$ cat src/hw/rtl/cdrt_pkg.sv
`timescale 1ns / 1ps

package cdrt_pkg;

    localparam int CELLS_PER_SIDE = 32;
    localparam int GRID_COLS      = 8;
    localparam int GRID_ROWS      = 8;
    localparam int NUM_CHUNKS     = GRID_COLS * GRID_ROWS;

    localparam int FIELD_W = 5;
    localparam int CHUNK_W = 3;
    localparam int PAD_W   = 3;
    localparam int CNT_W   = 16;
    localparam int CELL_W  = $clog2(CELLS_PER_SIDE);
    localparam int IDX_W   = $clog2(NUM_CHUNKS);
    localparam int NUM_TGT = 4;

    localparam logic [CELL_W-1:0] CELL_LAST = CELL_W'(CELLS_PER_SIDE - 1);
    localparam logic [CNT_W-1:0]  CNT_MAX   = '1;
    localparam logic [PAD_W-1:0]  PAD_RESET = PAD_W'(3);

    typedef enum logic
    {
        OP_MARK = 1'b0,
        OP_READ = 1'b1
    } op_t;

    typedef enum logic
    {
        S_IDLE   = 1'b0,
        S_UPDATE = 1'b1
    } state_t;

    typedef struct packed
    {
        logic [CELL_W-1:0] min_c;
        logic [CELL_W-1:0] max_c;
        logic [CELL_W-1:0] min_r;
        logic [CELL_W-1:0] max_r;
    } box_t;

    typedef struct packed
    {
        box_t             box;
        logic [CNT_W-1:0] count;
    } entry_t;

    // one chunk update: own chunk in slot 0, neighbours packed behind it
    typedef struct packed
    {
        logic             en;
        logic             bump;
        logic [IDX_W-1:0] idx;
        box_t             box;
    } tgt_t;

    localparam box_t EMPTY_BOX = '{
        min_c: CELL_LAST,
        max_c: '0,
        min_r: CELL_LAST,
        max_r: '0
    };

endpackage

$ cat src/hw/rtl/cdrt_ram.sv
`timescale 1ns / 1ps

module cdrt_ram #(
    parameter int WIDTH = 8,
    parameter int DEPTH = 16
) (
    input  logic                     clk,
    input  logic                     we,
    input  logic [$clog2(DEPTH)-1:0] waddr,
    input  logic [WIDTH-1:0]         wdata,
    input  logic                     re,
    input  logic [$clog2(DEPTH)-1:0] raddr,
    output logic [WIDTH-1:0]         rdata
);

    logic [WIDTH-1:0] mem [DEPTH];
    logic [WIDTH-1:0] rdata_reg;

    always_ff @(posedge clk)
    begin
        if (we)
        begin
            mem[waddr] <= wdata;
        end
        if (re)
        begin
            rdata_reg <= mem[raddr];
        end
    end

    assign rdata = rdata_reg;

endmodule

$ cat src/hw/rtl/cdrt_plan.sv
`timescale 1ns / 1ps

module cdrt_plan (
    input  logic                        operation,
    input  logic [cdrt_pkg::CHUNK_W-1:0] chunk_col,
    input  logic [cdrt_pkg::CHUNK_W-1:0] chunk_row,
    input  logic [cdrt_pkg::FIELD_W-1:0] cell_col,
    input  logic [cdrt_pkg::FIELD_W-1:0] cell_row,
    input  logic [cdrt_pkg::PAD_W-1:0]   pad,
    output cdrt_pkg::tgt_t [cdrt_pkg::NUM_TGT-1:0] tgts
);

    import cdrt_pkg::*;

    localparam int SW = ((CELL_W > PAD_W) ? CELL_W : PAD_W) + 2;
    localparam logic signed [SW-1:0] LAST_S = SW'(CELLS_PER_SIDE - 1);

    function automatic logic [CELL_W-1:0] clamp_cell(input logic signed [SW-1:0] v);
        logic [CELL_W-1:0] r;
        if (v < 0)
        begin
            r = '0;
        end
        else if (v > LAST_S)
        begin
            r = CELL_LAST;
        end
        else
        begin
            r = CELL_W'(v);
        end
        return r;
    endfunction

    function automatic logic [IDX_W-1:0] chunk_index(input int col, input int row);
        return IDX_W'(row * GRID_COLS + col);
    endfunction

    logic [CELL_W-1:0]        cx, cy;
    logic signed [SW-1:0]     lo_c, hi_c, lo_r, hi_r;
    logic                     left, right, up, down;
    logic                     in_grid, is_mark;
    logic                     h_en, v_en, d_en;
    int                       ncol, nrow;
    box_t                     own_box, h_box, v_box, d_box;
    logic [IDX_W-1:0]         own_idx, h_idx, v_idx, d_idx;
    logic [CELL_W-1:0]        sc_min, sc_max, sr_min, sr_max;

    always_comb
    begin
        cx = (int'(cell_col) > CELLS_PER_SIDE - 1) ? CELL_LAST : CELL_W'(cell_col);
        cy = (int'(cell_row) > CELLS_PER_SIDE - 1) ? CELL_LAST : CELL_W'(cell_row);

        lo_c = signed'(SW'(cx)) - signed'(SW'(pad));
        hi_c = signed'(SW'(cx)) + signed'(SW'(pad));
        lo_r = signed'(SW'(cy)) - signed'(SW'(pad));
        hi_r = signed'(SW'(cy)) + signed'(SW'(pad));

        own_box.min_c = clamp_cell(lo_c);
        own_box.max_c = clamp_cell(hi_c);
        own_box.min_r = clamp_cell(lo_r);
        own_box.max_r = clamp_cell(hi_r);

        // left/top spill wins when both sides spill
        left  = lo_c < 0;
        right = !left && (hi_c > LAST_S);
        up    = lo_r < 0;
        down  = !up && (hi_r > LAST_S);

        sc_min = left ? clamp_cell(LAST_S + lo_c) : '0;
        sc_max = left ? CELL_LAST : clamp_cell(hi_c - LAST_S);
        sr_min = up ? clamp_cell(LAST_S + lo_r) : '0;
        sr_max = up ? CELL_LAST : clamp_cell(hi_r - LAST_S);

        in_grid = (int'(chunk_col) < GRID_COLS) && (int'(chunk_row) < GRID_ROWS);
        is_mark = op_t'(operation) == OP_MARK;

        ncol = left ? int'(chunk_col) - 1 : int'(chunk_col) + 1;
        nrow = up ? int'(chunk_row) - 1 : int'(chunk_row) + 1;

        h_en = is_mark && in_grid &&
               ((left && chunk_col != '0) || (right && ncol < GRID_COLS));
        v_en = is_mark && in_grid &&
               ((up && chunk_row != '0) || (down && nrow < GRID_ROWS));
        d_en = h_en && v_en;

        own_idx = chunk_index(int'(chunk_col), int'(chunk_row));
        h_idx   = chunk_index(ncol, int'(chunk_row));
        v_idx   = chunk_index(int'(chunk_col), nrow);
        d_idx   = chunk_index(ncol, nrow);

        h_box = '{min_c: sc_min, max_c: sc_max, min_r: own_box.min_r, max_r: own_box.max_r};
        v_box = '{min_c: own_box.min_c, max_c: own_box.max_c, min_r: sr_min, max_r: sr_max};
        d_box = '{min_c: sc_min, max_c: sc_max, min_r: sr_min, max_r: sr_max};

        // diagonal implies both others, so the list stays contiguous
        tgts[0] = '{en: in_grid, bump: is_mark, idx: own_idx, box: own_box};
        if (h_en)
        begin
            tgts[1] = '{en: 1'b1, bump: 1'b0, idx: h_idx, box: h_box};
        end
        else
        begin
            tgts[1] = '{en: v_en, bump: 1'b0, idx: v_idx, box: v_box};
        end
        tgts[2] = '{en: d_en, bump: 1'b0, idx: v_idx, box: v_box};
        tgts[3] = '{en: d_en, bump: 1'b0, idx: d_idx, box: d_box};
    end

endmodule

$ cat src/hw/rtl/chunk_dirty_rect_tracker.sv
`timescale 1ns / 1ps

// Dirty-box tracker for an 8 x 8 grid of 32 x 32-cell chunks. An item is taken
// when start is high and busy is low. In the S_UPDATE state a mark does one
// read-modify-write through the single state RAM for each chunk it touches (own
// chunk plus up to three neighbours, 1 to 4); a read-and-clear reads and clears
// its own chunk. The result of a read-and-clear is registered from the S_UPDATE
// state and driven on the box and count ports with done high for one cycle, and
// is taken at the edge that ends that cycle; it must be captured then, as the
// block does not wait for the receiver. Marks give no result. The pad (pad_reg)
// is written through cfg_valid/cfg_data (always ready) and should only change
// while busy is low. No clearing pass is needed after reset: per-chunk valid
// flags make unwritten chunks read as empty.
module chunk_dirty_rect_tracker (
    input  logic                         clk,
    input  logic                         rst_n,
    input  logic                         start,
    output logic                         busy,
    input  logic                         operation,
    input  logic [cdrt_pkg::CHUNK_W-1:0] chunk_col,
    input  logic [cdrt_pkg::CHUNK_W-1:0] chunk_row,
    input  logic [cdrt_pkg::FIELD_W-1:0] cell_col,
    input  logic [cdrt_pkg::FIELD_W-1:0] cell_row,
    input  logic                         cfg_valid,
    output logic                         cfg_ready,
    input  logic [cdrt_pkg::PAD_W-1:0]   cfg_data,
    output logic                         done,
    output logic [cdrt_pkg::FIELD_W-1:0] box_min_col,
    output logic [cdrt_pkg::FIELD_W-1:0] box_max_col,
    output logic [cdrt_pkg::FIELD_W-1:0] box_min_row,
    output logic [cdrt_pkg::FIELD_W-1:0] box_max_row,
    output logic                         box_empty,
    output logic [cdrt_pkg::CNT_W-1:0]   event_count
);

    import cdrt_pkg::*;

    state_t                 state_reg, state_next;
    op_t                    op_reg, op_next;
    tgt_t [NUM_TGT-1:0]     tgt_reg, tgt_next, plan_tgts;
    logic [NUM_CHUNKS-1:0]  valid_reg, valid_next;
    logic [PAD_W-1:0]       pad_reg, pad_next;
    logic                   done_reg, done_next;
    box_t                   obox_reg, obox_next;
    logic                   oempty_reg, oempty_next;
    logic [CNT_W-1:0]       ocnt_reg, ocnt_next;

    logic                   accept;
    logic                   ram_we, ram_re;
    logic [IDX_W-1:0]       ram_waddr, ram_raddr;
    entry_t                 ram_wdata, ram_rdata;
    entry_t                 old_entry, merged;
    tgt_t                   cur;
    logic                   hit;

    cdrt_plan u_plan (
        .operation (operation),
        .chunk_col (chunk_col),
        .chunk_row (chunk_row),
        .cell_col  (cell_col),
        .cell_row  (cell_row),
        .pad       (pad_reg),
        .tgts      (plan_tgts)
    );

    cdrt_ram #(
        .WIDTH ($bits(entry_t)),
        .DEPTH (NUM_CHUNKS)
    ) u_ram (
        .clk   (clk),
        .we    (ram_we),
        .waddr (ram_waddr),
        .wdata (ram_wdata),
        .re    (ram_re),
        .raddr (ram_raddr),
        .rdata (ram_rdata)
    );

    assign busy      = state_reg != S_IDLE;
    assign accept    = start && !busy;
    assign cfg_ready = 1'b1;

    // merge of the head target with what the RAM returned
    always_comb
    begin
        cur = tgt_reg[0];
        hit = cur.en && valid_reg[cur.idx];
        old_entry = hit ? ram_rdata : '{box: EMPTY_BOX, count: '0};

        merged.box.min_c = (cur.box.min_c < old_entry.box.min_c) ? cur.box.min_c
                                                                 : old_entry.box.min_c;
        merged.box.max_c = (cur.box.max_c > old_entry.box.max_c) ? cur.box.max_c
                                                                 : old_entry.box.max_c;
        merged.box.min_r = (cur.box.min_r < old_entry.box.min_r) ? cur.box.min_r
                                                                 : old_entry.box.min_r;
        merged.box.max_r = (cur.box.max_r > old_entry.box.max_r) ? cur.box.max_r
                                                                 : old_entry.box.max_r;
        if (cur.bump && old_entry.count != CNT_MAX)
        begin
            merged.count = old_entry.count + CNT_W'(1);
        end
        else
        begin
            merged.count = old_entry.count;
        end
    end

    always_comb
    begin
        state_next = state_reg;
        unique case (state_reg)
            S_IDLE:
            begin
                if (accept)
                begin
                    state_next = S_UPDATE;
                end
            end
            S_UPDATE:
            begin
                if (!(op_reg == OP_MARK && tgt_reg[1].en))
                begin
                    state_next = S_IDLE;
                end
            end
            default:
            begin
                state_next = S_IDLE;
            end
        endcase
    end

    always_comb
    begin
        op_next     = op_reg;
        tgt_next    = tgt_reg;
        valid_next  = valid_reg;
        done_next   = 1'b0;
        obox_next   = obox_reg;
        oempty_next = oempty_reg;
        ocnt_next   = ocnt_reg;
        ram_we      = 1'b0;
        ram_waddr   = cur.idx;
        ram_wdata   = merged;
        ram_re      = 1'b0;
        ram_raddr   = plan_tgts[0].idx;
        pad_next    = (cfg_valid && cfg_ready) ? cfg_data : pad_reg;

        unique case (state_reg)
            S_IDLE:
            begin
                if (accept)
                begin
                    op_next  = op_t'(operation);
                    tgt_next = plan_tgts;
                    ram_re   = 1'b1;
                end
            end
            S_UPDATE:
            begin
                ram_raddr = tgt_reg[1].idx;
                ram_re    = tgt_reg[1].en;
                for (int i = 0; i < NUM_TGT - 1; i++)
                begin
                    tgt_next[i] = tgt_reg[i + 1];
                end
                tgt_next[NUM_TGT-1].en = 1'b0;

                if (op_reg == OP_READ)
                begin
                    done_next   = 1'b1;
                    obox_next   = old_entry.box;
                    oempty_next = !hit;
                    ocnt_next   = old_entry.count;
                    if (cur.en)
                    begin
                        valid_next[cur.idx] = 1'b0;
                    end
                end
                else if (cur.en)
                begin
                    ram_we              = 1'b1;
                    valid_next[cur.idx] = 1'b1;
                end
            end
            default:
            begin
            end
        endcase
    end

    always_ff @(posedge clk or negedge rst_n)
    begin
        if (!rst_n)
        begin
            state_reg <= S_IDLE;
            valid_reg <= '0;
            pad_reg   <= PAD_RESET;
            done_reg  <= 1'b0;
            op_reg    <= OP_MARK;
            tgt_reg   <= '0;
        end
        else
        begin
            state_reg <= state_next;
            valid_reg <= valid_next;
            pad_reg   <= pad_next;
            done_reg  <= done_next;
            op_reg    <= op_next;
            tgt_reg   <= tgt_next;
        end
    end

    always_ff @(posedge clk)
    begin
        obox_reg   <= obox_next;
        oempty_reg <= oempty_next;
        ocnt_reg   <= ocnt_next;
    end

    assign done        = done_reg;
    assign box_min_col = FIELD_W'(obox_reg.min_c);
    assign box_max_col = FIELD_W'(obox_reg.max_c);
    assign box_min_row = FIELD_W'(obox_reg.min_r);
    assign box_max_row = FIELD_W'(obox_reg.max_r);
    assign box_empty   = oempty_reg;
    assign event_count = ocnt_reg;

endmodule
$ cat config.mk
export PLATFORM = sky130hd
export DESIGN_NAME = chunk_dirty_rect_tracker
export DESIGN_NICKNAME = d
export VERILOG_FILES = /design/src/hw/rtl/cdrt_pkg.sv /design/src/hw/rtl/cdrt_ram.sv /design/src/hw/rtl/cdrt_plan.sv /design/src/hw/rtl/chunk_dirty_rect_tracker.sv
export SDC_FILE = /design/constraint.sdc
export NUM_CORES = 2
export LEC_CHECK = 0
export BUFFER_PORTS_ARGS = -buffer_cell sky130_fd_sc_hd__buf_2
export CAP_MARGIN = 5
export CELL_PAD_IN_SITES_DETAIL_PLACEMENT = 1
export CELL_PAD_IN_SITES_GLOBAL_PLACEMENT = 1
export CORE_MARGIN = 2
export CORE_UTILIZATION = 25
export CTS_BUF_LIST = sky130_fd_sc_hd__clkbuf_4 sky130_fd_sc_hd__clkbuf_8 sky130_fd_sc_hd__clkbuf_16
export DETAILED_ROUTE_END_ITERATION = 6
export PLACE_DENSITY = 0.49
export SKIP_CTS_REPAIR_TIMING = 1
export SYNTH_ARGS = -nofsm -noshare
export SYNTH_HDL_FRONTEND = slang
export SYNTH_SLANG_ARGS = --single-unit
$ cat constraint.sdc
create_clock -name clk -period 15.1 [get_ports clk]
set_clock_uncertainty 0.2 [all_clocks]
set_input_delay 3.02 -clock clk [delete_from_list [all_inputs] [get_ports clk]]
set_output_delay 3.02 -clock clk [all_outputs]
set_load 0.02 [all_outputs]
# ---- Yosys cells after proc, flatten, opt, wreduce, memory -nomap -nowiden
# Memories as Yosys holds them, arrays and structs flattened. A register that Yosys moved wholly into a read port is not among the register bits.
# Cells that the tools add are included.
dict set report classes {
  add_sub_neg 17
  magnitude_cmp 24
  eq_ne 2
  n_mux 51
  n_bitwise 6
  reduce_logical 25
}
# op n
set ops {}
lappend ops {{$mux W64} 3}
lappend ops {{$pmux W84 S2} 1}
lappend ops {{$mux W5} 24}
lappend ops {{$mux W112} 1}
lappend ops {{$and A64 B64 Y64} 1}
lappend ops {{$lt A32 B5 Y1 const B} 2}
lappend ops {{$mux W32} 2}
lappend ops {{$not A64 Y64} 1}
lappend ops {{$or A64 B64 Y64} 1}
lappend ops {{$gt A7 B6 Y1 const B} 6}
lappend ops {{$lt A7 B1 Y1 const B} 6}
lappend ops {{$mux W36} 1}
lappend ops {{$mux W28} 1}
lappend ops {{$add A16 B1 Y16 const B} 1}
lappend ops {{$mux W16} 1}
lappend ops {{$ne A16 B16 Y1 const B} 1}
lappend ops {{$add A6 B6 Y7 const A} 2}
lappend ops {{$logic_and A1 B1 Y1} 14}
lappend ops {{$sub A6 B5 Y7 const B} 2}
lappend ops {{$add A5 B3 Y6} 2}
lappend ops {{$add A6 B6 Y6} 2}
lappend ops {{$gt A6 B6 Y1 const B} 2}
lappend ops {{$lt A6 B1 Y1 const B} 2}
lappend ops {{$sub A5 B3 Y6} 2}
lappend ops {{19 further kinds} 44}
dict set report word_totals {
  ff_bits 218
  mem_bits_rw 2304
  input_bits 24
  output_inout_bits 40
  elab_cells 164
  mem_count 1
}
# memory depth width read_ports rd_clocked_by_memory_dff wr line_no
set memory_table {}
lappend memory_table {u_ram.mem 64 36 1 1 1 cdrt_ram.sv:16} ;# logic [WIDTH-1:0] mem [DEPTH];

# ---- Depth between registers and ports, before layout
dict set report logic_depth {
  depth_word 10
  mapped_depth 21
  ltp_nobuf 15
}

# ---- Cells and area by module
# A second synthesis with hierarchy kept.
dict set report hier_totals {
  hier_cells 5231
  hier_area_um2 101645.0
}
# mod n_inst cells_each area_per_inst_um2 seq_area_each_um2
set by_module_without_submodules {}
lappend by_module_without_submodules {cdrt_ram 1 3780 88333.5 70267.4}
lappend by_module_without_submodules {chunk_dirty_rect_tracker 1 1150 11101.9 5667.9}
lappend by_module_without_submodules {cdrt_plan 1 301 2209.6 0.0}

# ---- Worst setup path after synthesis
# No wires, ideal clock.
dict set report synth_timing {
  path_type {reg-to-reg}
  start {register tgt_reg, in the netlist ram_waddr[1]}
  end {memory u_ram.mem[0][16] (netlist name) (data pin)}
  setup_time_ns 0.553
  arrival_ns 5.160
  t_required_ns 14.347
  slack_ns 9.187
  stages_incl_launch_ff 18
  path_buffers 3
  period_less_slack_ns 5.913
  cell_sequence {dfrtp_1 -> buf_6 -> buf_2 -> or3b_2 -> a21o_1 -> a31oi_1 -> a2111o_1 -> o21ai_1 -> buf_4 -> or2_2 -> ha_1 -> nor2b_1 -> o21a_1 -> o21a_1 -> o21a_1 -> o22ai_1 -> nand2_1 -> o22ai_1}
}
# item line_no
set synth_rtl {}
lappend synth_rtl {{from (decl)} chunk_dirty_rect_tracker.sv:40} ;# tgt_t [NUM_TGT-1:0] tgt_reg, tgt_next, plan_tgts;
lappend synth_rtl {{from (signal assigned)} chunk_dirty_rect_tracker.sv:210} ;# tgt_reg <= tgt_next;
lappend synth_rtl {{to (decl)} cdrt_ram.sv:16}

==> results list <==
- Share of Yosys cell area claimed by the top area cell type: 70.4%
- The layout has between 40,000 and 50,000 filler cells.
* Post-Syn Area per Cell: 18.6 um2
- Syn. warnings: 0
- Counting cells, the worst reg-to-reg path comes to 16.
- Clock Path Buffers: 4
- Num rows: 233
- Measured along the x axis, the die boundary spans roughly 640 um.
- Setup violations remaining at the end of the flow were counted as 0.
- Launch point of the worst path: ram_waddr[1]
- Reported max-cap violation count: 0
- For this run, design rule violations remaining after detail routing come to 0.
- Area of the die: 411,000 um2
- Clock-pin slew was measured on the worst setup and hold paths at 0.06 ns.
- Worst-case headroom to the max-slew limit: roughly 14%
* Most common cell after layout, fill and taps aside: edfxtp_1
- During I/O placement, the number of pins put on the boundary was 64.
- Number of distinct library cells after synthesis: 76
- Dividing the detail-routed via count by the number of cells gives 4.74.
- Weighted congestion reported at the end of routability-driven placement: 0.720
- Critical-path top delay cell: mux2_2
- CTS tree: done
- Hold violation count in the final report: 0
* Unrepaired setup endpoints after global routing: no
- Status: complete, no violations
- The path class of the tightest hold or removal check is reg2reg.
* Port-buffer cells: 62
- Overall Global Routing Usage: 14.8%
- Synthesized cell area: 101,000 um2
- Average wire per standard cell: ~27 um
- The first global-routing pass estimated 439 mm of wire.
- The final route contains 53,457 vias.
- Registers take 75,900 um2.
- In this run the worst setup path terminates at u_ram.mem[5][27].
* Peak ir drop on the vdd network: around 0.12 mV
- FF-to-FF Start: ram_waddr[1]
- Number of H-tree branching levels: 5
- In this run, synthesis inferred 2,377 flip-flops with an integrated enable.
- Entering global routing, the biggest net connects 110 pins.
* Number of DRC markers in iteration 0: 4,437
- The register with the most flip-flops in the layout has 2,304 of them.
- Pre-antenna DRT Iters: 5
* Synthesized Nets: approximately 5,500
- The critical path in this run is classified as reg2reg.
* Number of non-filler instances in the completed layout: 11,284
- Crit-path cells: buf_4 -> mux4_2 -> mux2i_1 -> nor2_1 -> or4_1 -> o21ai_4 -> buf_4 -> buf_4 -> or2_2 -> ha_1 -> nor2b_1 -> o21a_1 -> o21a_1 -> o21a_1 -> o22ai_1 -> mux2_2
- Clock tree synthesis inserted a total of 288 buffers.
- Number of global-route vias before repair: 57,264
* Initial antenna violation count: 12
* Combined area of the multi-input logic cells: ~25,000 um2
- Transition at the pin with the smallest max-transition slack: 1.29 ns
- Sequential elements use about 75% of the synthesized area.
* Area growth from synthesis to layout: 17.2%
- Together, buffers and inverters on the worst path number 3.
- The wire-length estimate of the detail-placed layout is 163 mm.
- Family with the most delay on the worst path: multiplexers
* Ys async rst share: 7.00%
- The floorplan step set the die height to 641 um.
* Worst Path Required: 15.42 ns
- Capture instance of the worst register-to-register path: u_ram.mem[5][27]
- Clock latency on the worst-skew pair, taken at its later pin, is approximately 0.9 ns.
- Synthesis inferred 2,556 register bits.
- At the end of the flow, the number of nets in the layout was 5,708.
- The tree is rooted in a clkbuf_16.
- Final sum of negative setup slack: 0 ns
- Critical path launch point type: flip-flop
* P_leak: about 39 nW
* Number of pins with negative max-slew slack in the final report: 0
- Starting utilization of the core area: between 20% and 30%
- Of all nets on the critical path, the largest fanout is 64.
* Ratio of cells with drive above 1 in the final layout: 24.2%
* F_max: approximately 140 MHz
- Period utilization: between 40% and 50%
* Power density normalized to cell area: 170 nW/um2
- The top cell types in the final layout, fill and taps aside, are 2,377 x edfxtp_1, 624 x nand2_1, 584 x mux4_2.
- The worst path in the final design needs a cycle of 6.95 ns, including I/O delays and setup.
* Gate count after technology mapping: 5,454
* Primary flip-flop cell chosen by synthesis mapping: edfxtp_1
- Wire length after detailed routing: 308 mm
* Critical path endpoint category: flip-flop
* Core ar.: between 400,000 and 500,000 um2
- The detail route stage leaves a number of antenna-violating nets equal to 0.
- Reg-to-reg setup timing slack: 8.15 ns
* Number of placed instances with taps included: 10,747
- CP Data Arrival Time: approximately 7.3 ns
- Delay of the slowest critical-path stage: 1.11 ns
* Synth area leaders: edfxtp_1 70%, mux4_2 13%, dfrtp_1 4.4%
- After global routing the overflow that remains totals 0.
- Clock sink count: 2,556
* Post-synth top area cell: edfxtp_1
- The critical path runs through a total of 16 cells.
[synth_stat cells, types with 45 or more instances]
| cell type | n |
|---|---|
| edfxtp_1 | 2377 |
| nand2_1 | 628 |
| mux4_2 | 584 |
| clkbuf_1 | 204 |
| dfrtp_1 | 177 |
| nor2_1 | 165 |
| o21ai_0 | 163 |
| a31oi_1 | 128 |
| nand3_1 | 98 |
| buf_2 | 83 |
| a211oi_1 | 78 |
| a21oi_1 | 75 |
| and2_1 | 75 |
| inv_1 | 65 |
| a221o_1 | 60 |
| o22ai_1 | 46 |
| ha_1 | 45 |
[worst min-delay path, cell delays in order (launching register included)]
cell and delay [ns]:
dfrtp_1 0.34, nand2_1 0.05, nand2_1 0.05
[area by class of cell]
cell class	instances	area share, %
Clock buffer	349	6.55
Sequential cell	2556	63.8
Timing Repair Buffer	228	1.43
Antenna cell	18	0.0379
Inverter	77	0.243
Multi-Input combinational cell	2482	20.8
Tap cell	5405	5.69
Clock inverter	169	1.45
[cells by family after synthesis]
| logic type | count (synthesis) | synth area share (%) |
|---|---|---|
| and+or+nand+nor | 1086 | 4.64 |
| muxes | 631 | 13.5 |
| xor gates and xnor gates | 31 | 0.275 |
| DFF | 2556 | 74.8 |
| AOI/OAI and AO/OA | 682 | 4.48 |
| buffers and inverters | 416 | 1.68 |
| other | 1 | 0.00370 |
| adders and majority gates | 51 | 0.674 |
[stage by stage]
stage | util (%) | hold WS, ns | total power, mW | setup slack [ns] | instance area [um2]
global route | 29.5 | 0.297 | 21.1 | 7.77 | 119000
detailed placement | 27.1 | 0.265 | 13.3 | 7.20 | 109000
global placement | 27.1 | 0.262 | 13.2 | 7.15 | 109000
CTS | 29.5 | 0.279 | 20.5 | 8.06 | 119000
finish | 29.5 | 0.279 | 20.2 | 8.15 | 119000
floorplan | - | 0.245 | 11.6 | 9.19 | 101000
[power by group]
| group | internal, mW | switching (mW) | leakage (nW) |
|---|---|---|---|
| combinational | 1.29 | 2.80 | 9.68 |
| sequential | 8.79 | 0.200 | 24.2 |
| clock | 4.20 | 2.93 | 4.73 |
[worst min path at each step]
stage / startpoint / endpoint / slack [ns] / cells after the start
final: tgt_reg[108] / tgt_reg[108] / 0.28 / 2
after global routing: tgt_reg[36] / cur[8] / 0.30 / 1
after CTS: tgt_reg[84] / tgt_reg[84] / 0.28 / 2
after detailed placement: tgt_reg[84] / tgt_reg[84] / 0.27 / 2
after global placement: tgt_reg[109] / tgt_reg[81] / 0.26 / 2
after floorplan: valid_reg[34] / valid_reg[34] / 0.24 / 1
[per-layer routing]
metal,vias up,global-route usage [%],part of all wire (%)
met2,1092,25.2,49
met5,-,0.437,0.090
met3,346,2.43,4.7
met1,29702,20.0,44
li1,22311,-,-
met4,6,3.04,1.7
No activity file was read; power rests on OpenSTA's default activity.
